--- config.mk ---
export PLATFORM = sky130hd
export DESIGN_NAME = challenge_response_auth_lockout_top
export DESIGN_NICKNAME = d
export VERILOG_FILES = /design/src/cral_pkg.sv /design/src/challenge_response_auth_lockout_top.sv /design/src/cral_fnv_unit.sv
export SDC_FILE = /design/constraint.sdc
export NUM_CORES = 2
export LEC_CHECK = 0
export ABC_AREA = 1
export BUFFER_PORTS_ARGS = -buffer_cell sky130_fd_sc_hd__buf_2
export CAP_MARGIN = 20
export CORE_MARGIN = 2
export CORE_UTILIZATION = 54
export CTS_BUF_LIST = sky130_fd_sc_hd__clkbuf_2 sky130_fd_sc_hd__clkbuf_4 sky130_fd_sc_hd__clkbuf_8
export CTS_CLUSTER_DIAMETER = 150
export DETAILED_ROUTE_END_ITERATION = 8
export PLACE_DENSITY = 0.78
export SLEW_MARGIN = 25
export SYNTH_ARGS = -nofsm -noshare
export SYNTH_HDL_FRONTEND = slang
export SYNTH_SLANG_ARGS = --single-unit
export TNS_END_PERCENT = 5
--- constraint.sdc ---
create_clock -name clk -period 11.2 [get_ports clk]
set_clock_uncertainty 0.05 [all_clocks]
set_input_delay 1.68 -clock clk [delete_from_list [all_inputs] [get_ports clk]]
set_output_delay 1.68 -clock clk [all_outputs]
set_load 0.01 [all_outputs]
--- src/cral_pkg.sv ---
// Package for the challenge-response authenticator with lockout.
// Holds constants, codes, payload structs and the generator and hash step functions.
// No dependencies; imported by every module of the block.
package cral_pkg;

    // Hash and generator constants
    localparam logic [31:0] FNV_BASIS = 32'h811c_9dc5;
    localparam logic [31:0] FNV_PRIME = 32'h0100_0193;
    localparam logic [31:0] GEN_SEED  = 32'h0000_ace1;

    // Defaults for the top-level parameters
    localparam int DEF_NONCE_BYTES      = 16;
    localparam int DEF_TICKS_PER_SECOND = 1000;

    // Configuration port geometry, register reset values and thresholds
    localparam int          CFG_DATA_W      = 64;
    localparam int          CFG_INDEX_W     = 3;
    localparam logic [7:0]  RST_MAX_ATTEMPTS = 8'd3;
    localparam logic [15:0] RST_TIMEOUT      = 16'd300;
    localparam logic [1:0]  RST_SEC_LEVEL    = 2'd1;
    localparam logic [1:0]  SEC_WIPE_LEVEL   = 2'd2;
    localparam logic [7:0]  FAIL_SAT         = 8'hff;

    typedef enum logic [CFG_INDEX_W-1:0] {
        REG_KEY_HIGH     = 3'd0,
        REG_KEY_LOW      = 3'd1,
        REG_MAX_ATTEMPTS = 3'd2,
        REG_TIMEOUT      = 3'd3,
        REG_SEC_LEVEL    = 3'd4
    } reg_index_e;

    typedef enum logic [2:0] {
        OP_TICK     = 3'd0,
        OP_START    = 3'd1,
        OP_RESPONSE = 3'd2,
        OP_END      = 3'd3,
        OP_QUERY    = 3'd4
    } op_e;

    typedef enum logic [2:0] {
        ST_OK           = 3'd0,
        ST_ACTIVE       = 3'd1,
        ST_NO_CHALLENGE = 3'd2,
        ST_MISMATCH     = 3'd3,
        ST_LOCKED_OUT   = 3'd4,
        ST_NOT_AUTH     = 3'd5,
        ST_EXPIRED      = 3'd6
    } status_e;

    typedef enum logic [1:0] {
        AUTH_LOCKED    = 2'd0,
        AUTH_CHALLENGE = 2'd1,
        AUTH_OK        = 2'd2,
        AUTH_EXPIRED   = 2'd3
    } auth_e;

    typedef enum logic [2:0] {
        S_IDLE,
        S_LIMIT,
        S_CHECK,
        S_EXEC,
        S_DRAW,
        S_HASH,
        S_VERIFY,
        S_REPLY
    } seq_state_e;

    typedef struct packed {
        logic [2:0]  op;
        logic [31:0] response;
        logic [15:0] timer_sample;
        logic [9:0]  adc_sample;
    } cral_in_t;

    typedef struct packed {
        logic [2:0]  status;
        logic [1:0]  auth_state;
        logic        session_active;
        logic [7:0]  failed_count;
        logic [31:0] challenge_out;
        logic [63:0] nonce_high;
        logic [63:0] nonce_low;
        logic        wipe_keys;
    } cral_out_t;

    // One generator draw: stir with the samples, then shift in the feedback bit
    function automatic logic [31:0] gen_draw(logic [31:0] g, logic [15:0] timer,
                                             logic [9:0] adc);
        logic [31:0] s;
        logic        fb;
        s  = g ^ {16'd0, timer} ^ {22'd0, adc};
        fb = s[0] ^ s[2] ^ s[3] ^ s[5];
        return {fb, s[31:1]};
    endfunction

    // One FNV-1a byte step
    function automatic logic [31:0] fnv_step(logic [31:0] h, logic [7:0] b);
        return (h ^ {24'd0, b}) * FNV_PRIME;
    endfunction

endpackage

--- src/challenge_response_auth_lockout_top.sv ---
// Challenge-response authenticator with failure lockout and session timeout.
// Every command passes the limit, check and execute states before the reply state;
// a start that opens a session adds a draw state (one generator draw per nonce byte),
// and a challenged response adds hash and verify (one FNV byte step per cycle over
// 20 + NONCE_BYTES bytes in the shared hash unit). One word in flight; the next may be
// accepted in the done cycle. Results cannot be stalled. Reset: asynchronous,
// active low; all state but the hash accumulator resets at once, no clearing pass.
module challenge_response_auth_lockout_top
    import cral_pkg::*;
#(
    parameter int NONCE_BYTES      = DEF_NONCE_BYTES,
    parameter int TICKS_PER_SECOND = DEF_TICKS_PER_SECOND
)
(
    input  logic                   clk,
    input  logic                   rst_n,
    input  logic                   start,
    output logic                   busy,
    input  cral_in_t               cmd,
    output logic                   done,
    output cral_out_t              result,
    input  logic                   cfg_we,
    input  logic [CFG_INDEX_W-1:0] cfg_index,
    input  logic [CFG_DATA_W-1:0]  cfg_data
);

    localparam int          HASH_BYTES = 20 + NONCE_BYTES;
    localparam int          HIDX_W     = $clog2(HASH_BYTES);
    localparam int          NIDX_W     = (NONCE_BYTES > 1) ? $clog2(NONCE_BYTES) : 1;
    localparam logic [31:0] TPS_W      = 32'(TICKS_PER_SECOND);

    // Configuration registers
    logic [63:0] key_high_reg;
    logic [63:0] key_low_reg;
    logic [7:0]  max_attempts_reg;
    logic [15:0] timeout_reg;
    logic [1:0]  sec_level_reg;

    // Session state
    seq_state_e  state_reg;
    seq_state_e  state_next;
    cral_in_t    cmd_reg;
    logic [31:0] tick_count_reg;
    logic [31:0] start_time_reg;
    auth_e       auth_reg;
    logic        active_reg;
    logic [7:0]  fail_reg;
    logic [31:0] challenge_reg;
    logic [7:0]  nonce_reg [NONCE_BYTES];
    logic [31:0] gen_reg;
    status_e     status_reg;
    logic        wipe_reg;

    // Sequencer working registers
    logic [31:0]       limit_reg;
    logic              expired_reg;
    logic [NIDX_W-1:0] nidx_reg;
    logic [HIDX_W-1:0] hidx_reg;
    logic [31:0]       xsum_reg;

    logic              accept;
    logic              renew;
    logic [31:0]       draw_val;
    logic [7:0]        hash_byte;
    logic              hash_en;
    logic              hash_seed;
    logic [31:0]       hash_val;
    logic [31:0]       expected;
    logic [7:0]        fail_inc;
    logic [1:0]        cb_sel;
    logic [2:0]        kh_sel;
    logic [2:0]        kl_sel;
    logic [NIDX_W-1:0] hn_sel;
    logic [63:0]       nonce_hi;
    logic [63:0]       nonce_lo;

    assign accept   = start && !busy;
    assign busy     = !(state_reg == S_IDLE || state_reg == S_REPLY);
    assign draw_val = gen_draw(gen_reg, cmd_reg.timer_sample, cmd_reg.adc_sample);
    // A start proceeds unless a live session is still within its lifetime
    assign renew    = !(active_reg && !expired_reg);
    assign expected = xsum_reg ^ hash_val;
    assign fail_inc = (fail_reg != FAIL_SAT) ? fail_reg + 8'd1 : fail_reg;

    // Pick the hash byte: challenge, key, then nonce, all most significant first
    always_comb
    begin
        cb_sel = 2'(hidx_reg);
        kh_sel = 3'(hidx_reg - HIDX_W'(4));
        kl_sel = 3'(hidx_reg - HIDX_W'(12));
        hn_sel = NIDX_W'(hidx_reg - HIDX_W'(20));
        if (hidx_reg < HIDX_W'(4))
        begin
            hash_byte = challenge_reg[{~cb_sel, 3'b000} +: 8];
        end
        else if (hidx_reg < HIDX_W'(12))
        begin
            hash_byte = key_high_reg[{~kh_sel, 3'b000} +: 8];
        end
        else if (hidx_reg < HIDX_W'(20))
        begin
            hash_byte = key_low_reg[{~kl_sel, 3'b000} +: 8];
        end
        else
        begin
            hash_byte = nonce_reg[hn_sel];
        end
    end

    // Restart the hash at the head of each of the three segments
    assign hash_en   = (state_reg == S_HASH);
    assign hash_seed = (hidx_reg == HIDX_W'(0)) || (hidx_reg == HIDX_W'(4)) ||
                       (hidx_reg == HIDX_W'(20));

    cral_fnv_unit u_fnv (
        .clk  (clk),
        .en   (hash_en),
        .seed (hash_seed),
        .data (hash_byte),
        .hash (hash_val)
    );

    // Write configuration registers
    always_ff @(posedge clk or negedge rst_n)
    begin
        if (!rst_n)
        begin
            key_high_reg     <= '0;
            key_low_reg      <= '0;
            max_attempts_reg <= RST_MAX_ATTEMPTS;
            timeout_reg      <= RST_TIMEOUT;
            sec_level_reg    <= RST_SEC_LEVEL;
        end
        else if (cfg_we)
        begin
            case (cfg_index)
                REG_KEY_HIGH:     key_high_reg     <= cfg_data;
                REG_KEY_LOW:      key_low_reg      <= cfg_data;
                REG_MAX_ATTEMPTS: max_attempts_reg <= cfg_data[7:0];
                REG_TIMEOUT:      timeout_reg      <= cfg_data[15:0];
                REG_SEC_LEVEL:    sec_level_reg    <= cfg_data[1:0];
                default:          ;
            endcase
        end
    end

    // Hold the sequencer state
    always_ff @(posedge clk or negedge rst_n)
    begin
        if (!rst_n)
        begin
            state_reg <= S_IDLE;
        end
        else
        begin
            state_reg <= state_next;
        end
    end

    // Advance the sequencer
    always_comb
    begin
        state_next = state_reg;
        case (state_reg)
            S_IDLE:   state_next = accept ? S_LIMIT : S_IDLE;
            S_LIMIT:  state_next = S_CHECK;
            S_CHECK:  state_next = S_EXEC;
            S_EXEC:
            begin
                if (cmd_reg.op == OP_START && renew)
                begin
                    state_next = S_DRAW;
                end
                else if (cmd_reg.op == OP_RESPONSE && auth_reg == AUTH_CHALLENGE)
                begin
                    state_next = S_HASH;
                end
                else
                begin
                    state_next = S_REPLY;
                end
            end
            S_DRAW:   state_next = (nidx_reg == NIDX_W'(NONCE_BYTES - 1)) ? S_REPLY : S_DRAW;
            S_HASH:   state_next = (hidx_reg == HIDX_W'(HASH_BYTES - 1)) ? S_VERIFY : S_HASH;
            S_VERIFY: state_next = S_REPLY;
            S_REPLY:  state_next = accept ? S_LIMIT : S_IDLE;
            default:  state_next = S_IDLE;
        endcase
    end

    // Session datapath
    always_ff @(posedge clk or negedge rst_n)
    begin
        if (!rst_n)
        begin
            cmd_reg        <= '0;
            tick_count_reg <= '0;
            start_time_reg <= '0;
            auth_reg       <= AUTH_LOCKED;
            active_reg     <= 1'b0;
            fail_reg       <= '0;
            challenge_reg  <= '0;
            gen_reg        <= GEN_SEED;
            status_reg     <= ST_OK;
            wipe_reg       <= 1'b0;
            limit_reg      <= '0;
            expired_reg    <= 1'b0;
            nidx_reg       <= '0;
            hidx_reg       <= '0;
            xsum_reg       <= '0;
            for (int i = 0; i < NONCE_BYTES; i++)
            begin
                nonce_reg[i] <= '0;
            end
        end
        else
        begin
            // Take a new command word; a tick advances time right away
            if (accept)
            begin
                cmd_reg    <= cmd;
                status_reg <= ST_OK;
                wipe_reg   <= 1'b0;
                if (cmd.op == OP_TICK)
                begin
                    tick_count_reg <= tick_count_reg + 32'd1;
                end
            end
            case (state_reg)
                S_LIMIT:
                begin
                    limit_reg <= {16'd0, timeout_reg} * TPS_W;
                end
                S_CHECK:
                begin
                    expired_reg <= (tick_count_reg - start_time_reg) >= limit_reg;
                end
                S_EXEC:
                begin
                    case (cmd_reg.op)
                        OP_TICK, OP_END:
                        begin
                            if (cmd_reg.op == OP_END || (active_reg && expired_reg))
                            begin
                                active_reg    <= 1'b0;
                                auth_reg      <= AUTH_LOCKED;
                                challenge_reg <= '0;
                                for (int i = 0; i < NONCE_BYTES; i++)
                                begin
                                    nonce_reg[i] <= '0;
                                end
                            end
                        end
                        OP_START:
                        begin
                            if (renew)
                            begin
                                gen_reg        <= draw_val;
                                challenge_reg  <= draw_val;
                                auth_reg       <= AUTH_CHALLENGE;
                                start_time_reg <= tick_count_reg;
                                fail_reg       <= '0;
                                active_reg     <= 1'b1;
                                nidx_reg       <= '0;
                            end
                            else
                            begin
                                status_reg <= ST_ACTIVE;
                            end
                        end
                        OP_RESPONSE:
                        begin
                            if (auth_reg != AUTH_CHALLENGE)
                            begin
                                status_reg <= ST_NO_CHALLENGE;
                            end
                            hidx_reg <= '0;
                        end
                        OP_QUERY:
                        begin
                            if (!active_reg || auth_reg != AUTH_OK)
                            begin
                                status_reg <= ST_NOT_AUTH;
                            end
                            else if (expired_reg)
                            begin
                                auth_reg   <= AUTH_EXPIRED;
                                active_reg <= 1'b0;
                                status_reg <= ST_EXPIRED;
                            end
                        end
                        default: ;
                    endcase
                end
                S_DRAW:
                begin
                    gen_reg             <= draw_val;
                    nonce_reg[nidx_reg] <= draw_val[7:0];
                    nidx_reg            <= nidx_reg + NIDX_W'(1);
                end
                S_HASH:
                begin
                    // Fold each finished segment hash into the running xor
                    if (hidx_reg == HIDX_W'(0))
                    begin
                        xsum_reg <= '0;
                    end
                    else if (hash_seed)
                    begin
                        xsum_reg <= xsum_reg ^ hash_val;
                    end
                    hidx_reg <= hidx_reg + HIDX_W'(1);
                end
                S_VERIFY:
                begin
                    if (cmd_reg.response == expected)
                    begin
                        auth_reg <= AUTH_OK;
                        fail_reg <= '0;
                    end
                    else
                    begin
                        fail_reg <= fail_inc;
                        if (fail_inc >= max_attempts_reg)
                        begin
                            auth_reg   <= AUTH_LOCKED;
                            active_reg <= 1'b0;
                            wipe_reg   <= (sec_level_reg >= SEC_WIPE_LEVEL);
                            status_reg <= ST_LOCKED_OUT;
                        end
                        else
                        begin
                            status_reg <= ST_MISMATCH;
                        end
                    end
                end
                default: ;
            endcase
        end
    end

    // Pack the nonce bytes; bytes past the nonce length read as zero
    for (genvar g = 0; g < 8; g++)
    begin : g_nonce_pack
        if (g < NONCE_BYTES)
        begin : g_hi
            assign nonce_hi[63 - 8*g -: 8] = nonce_reg[g];
        end
        else
        begin : g_hi_zero
            assign nonce_hi[63 - 8*g -: 8] = 8'd0;
        end
        if (g + 8 < NONCE_BYTES)
        begin : g_lo
            assign nonce_lo[63 - 8*g -: 8] = nonce_reg[g + 8];
        end
        else
        begin : g_lo_zero
            assign nonce_lo[63 - 8*g -: 8] = 8'd0;
        end
    end

    // Drive the result word
    assign done                  = (state_reg == S_REPLY);
    assign result.status         = status_reg;
    assign result.auth_state     = auth_reg;
    assign result.session_active = active_reg;
    assign result.failed_count   = fail_reg;
    assign result.challenge_out  = challenge_reg;
    assign result.nonce_high     = nonce_hi;
    assign result.nonce_low      = nonce_lo;
    assign result.wipe_keys      = wipe_reg;

    // One result word per command, never two in a row
    a_done_single: assert property (@(posedge clk) disable iff (!rst_n)
        done |=> !done)
        else $error("done held for more than one cycle");

    // An accepted command keeps the block busy next cycle
    a_accept_busy: assert property (@(posedge clk) disable iff (!rst_n)
        accept |=> busy)
        else $error("block not busy after accept");

    // Key wipe only comes with a lockout that ended the session
    a_wipe_lockout: assert property (@(posedge clk) disable iff (!rst_n)
        (done && result.wipe_keys) |->
            (result.status == ST_LOCKED_OUT && !result.session_active))
        else $error("wipe without lockout");

    // A live session is either challenged or authenticated
    a_active_state: assert property (@(posedge clk) disable iff (!rst_n)
        (done && result.session_active) |->
            (result.auth_state == AUTH_CHALLENGE || result.auth_state == AUTH_OK))
        else $error("active session in locked or expired state");

endmodule

--- src/cral_fnv_unit.sv ---
// Shared FNV-1a-32 byte unit: one multiply-by-prime step per cycle while en is high.
// Depends on cral_pkg for the basis, prime and step function.
module cral_fnv_unit
    import cral_pkg::*;
(
    input  logic        clk,
    input  logic        en,
    input  logic        seed,
    input  logic [7:0]  data,
    output logic [31:0] hash
);

    logic [31:0] acc_reg;
    logic [31:0] acc_next;

    // Restart from the basis at a segment head, else chain on the running hash
    always_comb
    begin
        acc_next = fnv_step(seed ? FNV_BASIS : acc_reg, data);
    end

    // Hold the running hash between steps
    always_ff @(posedge clk)
    begin
        if (en)
        begin
            acc_reg <= acc_next;
        end
    end

    assign hash = acc_reg;

endmodule

==> results.json <==
{
  "status": "complete, no violations",
  "synthesis.area_sq_mm": 0.0376,
  "grt.met3_usage_pct": 5.03,
  "grtUsageTotal_pct": 30.2,
  "synth.net_count": 5047,
  "gp_congestion": 0.943,
  "rsz0062_at_grt": "no",
  "worstSetupPathType": "flip-flop to flip-flop",
  "clkTransAtPathRegs_ns": 0.06,
  "final_cell_mix": "865 x nand2_1, 626 x inv_1, 549 x o21ai_0",
  "synth-seq-area-share_pct": 39.5,
  "design.core.area_sq_mm": 0.0687,
  "cts_tree": "yes",
  "netlist.area_leader.share_pct": 36.0,
  "start_kind": "flip-flop",
  "clock_latency_ns": 0.74,
  "dp_hpwl_um": 78800,
  "fmax_mhz": 123,
  "grt_use_met1_pct": 39.7,
  "pin_count": 309,
  "area_delta_synth_final_pct": 12.1,
  "route.vias.total": 32100,
  "final_common_cell": "nand2_1",
  "initial_utilization_pct": 54.7,
  "postCtsSetupRepairBufs": 0,
  "drt_first_pass_iters": 6,
  "critical_path.slowest_cell": "dfrtp_4",
  "drc": 0,
  "synth_edf_count": 32,
  "ys_warn_count": 0,
  "crit_top_cell": "ha_1",
  "drt-initial-drc-count": 2753,
  "cts_root_buf": "clkbuf_8",
  "viasPerCell": 5.59,
  "yosys.area.top_type": "dfrtp_1",
  "chipWidth_um": 268,
  "arrival_ns": 8.58,
  "fin_crit_ns": 8.16,
  "final_nets": 5302,
  "cts_resized": 0,
  "grt_max_degree": 167,
  "drive_gt1_share_pct": 12.4,
  "synth_cells": 4477,
  "largest_reg_flops": 128,
  "antenna_found_initial": 3,
  "required_ns": 11.62,
  "htree_levels": 3,
  "port_buffers": 308,
  "max_stage_delay_ns": 0.77,
  "tightest_slew_ns": 0.935,
  "post-route-period-util_pct": 72.8,
  "wl_um": 107000,
  "worst-path-max-fanout": 80,
  "die_area_sq_mm": 0.0717,
  "wl_per_cell_um": 18.5,
  "grt_pass1_vias": 31700,
  "synth.avg_cell_area_sq_um": 8.39,
  "finalHoldViolCount": 0,
  "yosys-top-cells-area": "dfrtp_1 36%, ha_1 10%, nand2_1 8.7%",
  "synth-seq-cells": 586,
  "critPathCaptureType": "flip-flop",
  "grt.met2_usage_pct": 48.5,
  "worstHoldPathType": "flip-flop to flip-flop",
  "fin_tns_setup_ns": 0,
  "finalMaxSlewViolations": 0,
  "clk_path_buf_depth": 3,
  "relSlewSlack_pct": 37.7,
  "clock_sinks": 586,
  "finalSetupViolCount": 0,
  "drv_cap": 0,
  "grt_first_pass_wirelength_um": 171000,
  "rows": 96,
  "async_reset_ff_share_pct": 94.5,
  "cts_buffers": 99,
  "busiest_layer": "met2",
  "final_antenna_net_count": 0,
  "ys.flop_type": "dfrtp_1",
  "dieHeight_um": 268,
  "synth.distinct_cells": 59,
  "grt_overflow": 0,
  "hold_buffers": 0
}
-- stage by stage --
| stage | hold WS [ns] | util [%] | worst slack [ns] | area (sq um) | instances |
|---|---|---|---|---|---|
| global route | 0.449 | 61.3 | 2.51 | 42100 | 5747 |
| CTS | 0.434 | 61.3 | 3.19 | 42100 | 5745 |
| finish | 0.434 | 61.3 | 3.04 | 42100 | 5747 |
| global placement | 0.411 | 57.9 | 3.32 | 39800 | 5562 |
| floorplan | 0.395 | - | 4.50 | 37600 | 4477 |
| detailed placement | 0.418 | 57.9 | 3.20 | 39800 | 5562 |
-- synth_stat cells, types with 11 or more instances --
| cell | n |
|---|---|
| nand2_1 | 867 |
| inv_1 | 626 |
| o21ai_0 | 549 |
| dfrtp_1 | 540 |
| ha_1 | 309 |
| nor2_1 | 253 |
| nand3_1 | 235 |
| a21oi_1 | 155 |
| fa_1 | 129 |
| clkbuf_1 | 125 |
| xor2_1 | 99 |
| o22ai_1 | 91 |
| xnor2_1 | 82 |
| o21ai_1 | 51 |
| o211ai_1 | 37 |
| buf_2 | 36 |
| nand4_1 | 35 |
| edfxtp_1 | 32 |
| nor3_1 | 30 |
| nand3b_1 | 25 |
| or2_2 | 23 |
| dfstp_2 | 14 |
| a31oi_1 | 11 |
| buf_4 | 11 |
-- logic make-up after synthesis --
logic type	synth area share (%)
buffers and inverters	8.41
adder cells (fa/ha/maj)	17.2
flip-flops	39.5
AO/OA/AOI/OAI	13.8
AND/OR/NAND/NOR	16.9
XOR/XNOR	4.22
-- worst paths after layout --
| check | startpoint | to | slack (ns) | depth (start not counted) |
|---|---|---|---|---|
| setup / recovery | hidx_reg[0]$_DFFE_PN0P_ | u_fnv.hash[28]$_DFFE_PP_ | 3.04 | 29 |
| hold / removal | key_low_reg[46]$_DFFE_PN0P_ | key_low_reg[46]$_DFFE_PN0P_ | 0.43 | 2 |
| setup reg to reg | hidx_reg[0]$_DFFE_PN0P_ | u_fnv.hash[28]$_DFFE_PP_ | 3.04 | 29 |
| hold reg to reg | key_low_reg[46]$_DFFE_PN0P_ | key_low_reg[46]$_DFFE_PN0P_ | 0.43 | 2 |
| max in group asynchronous | rst_n | cmd_reg[17]$_DFFE_PN0P_ | 8.05 | 3 |
| min in group asynchronous | rst_n | timeout_reg[4]$_DFFE_PN0P_ | 0.90 | 1 |
-- final cells by class --
cell class                 count  area [sq um]
antenna                        2          5.00
clock buffer                 157          1990
clock inverter                26           323
fill                        5996         26600
inverter                     640          2410
multi-input combinational   3073         19600
sequential                   586         14800
tap                          931          1160
timing repair buffer         332          1760
-- routing by layer --
metal  vias up  wire, um
li1      15200         -
met1     15300     43500
met2      1340     49200
met3       279      8260
met4         0      5590
met5         -         0
-- critical path: cells and delay by family, from the launching register on --
family	cells	cell delay [ns]
buffers and inverters	4	1.45
AND/OR/NAND/NOR	5	0.35
AO/OA/AOI/OAI	10	1.53
XOR/XNOR	2	0.62
flip-flops	1	0.77
adder cells (fa/ha/maj)	8	3.00
Power is left out: the tool's default activity adds up to more than one toggle a clock period on the data nets, which glitch-free logic cannot reach.
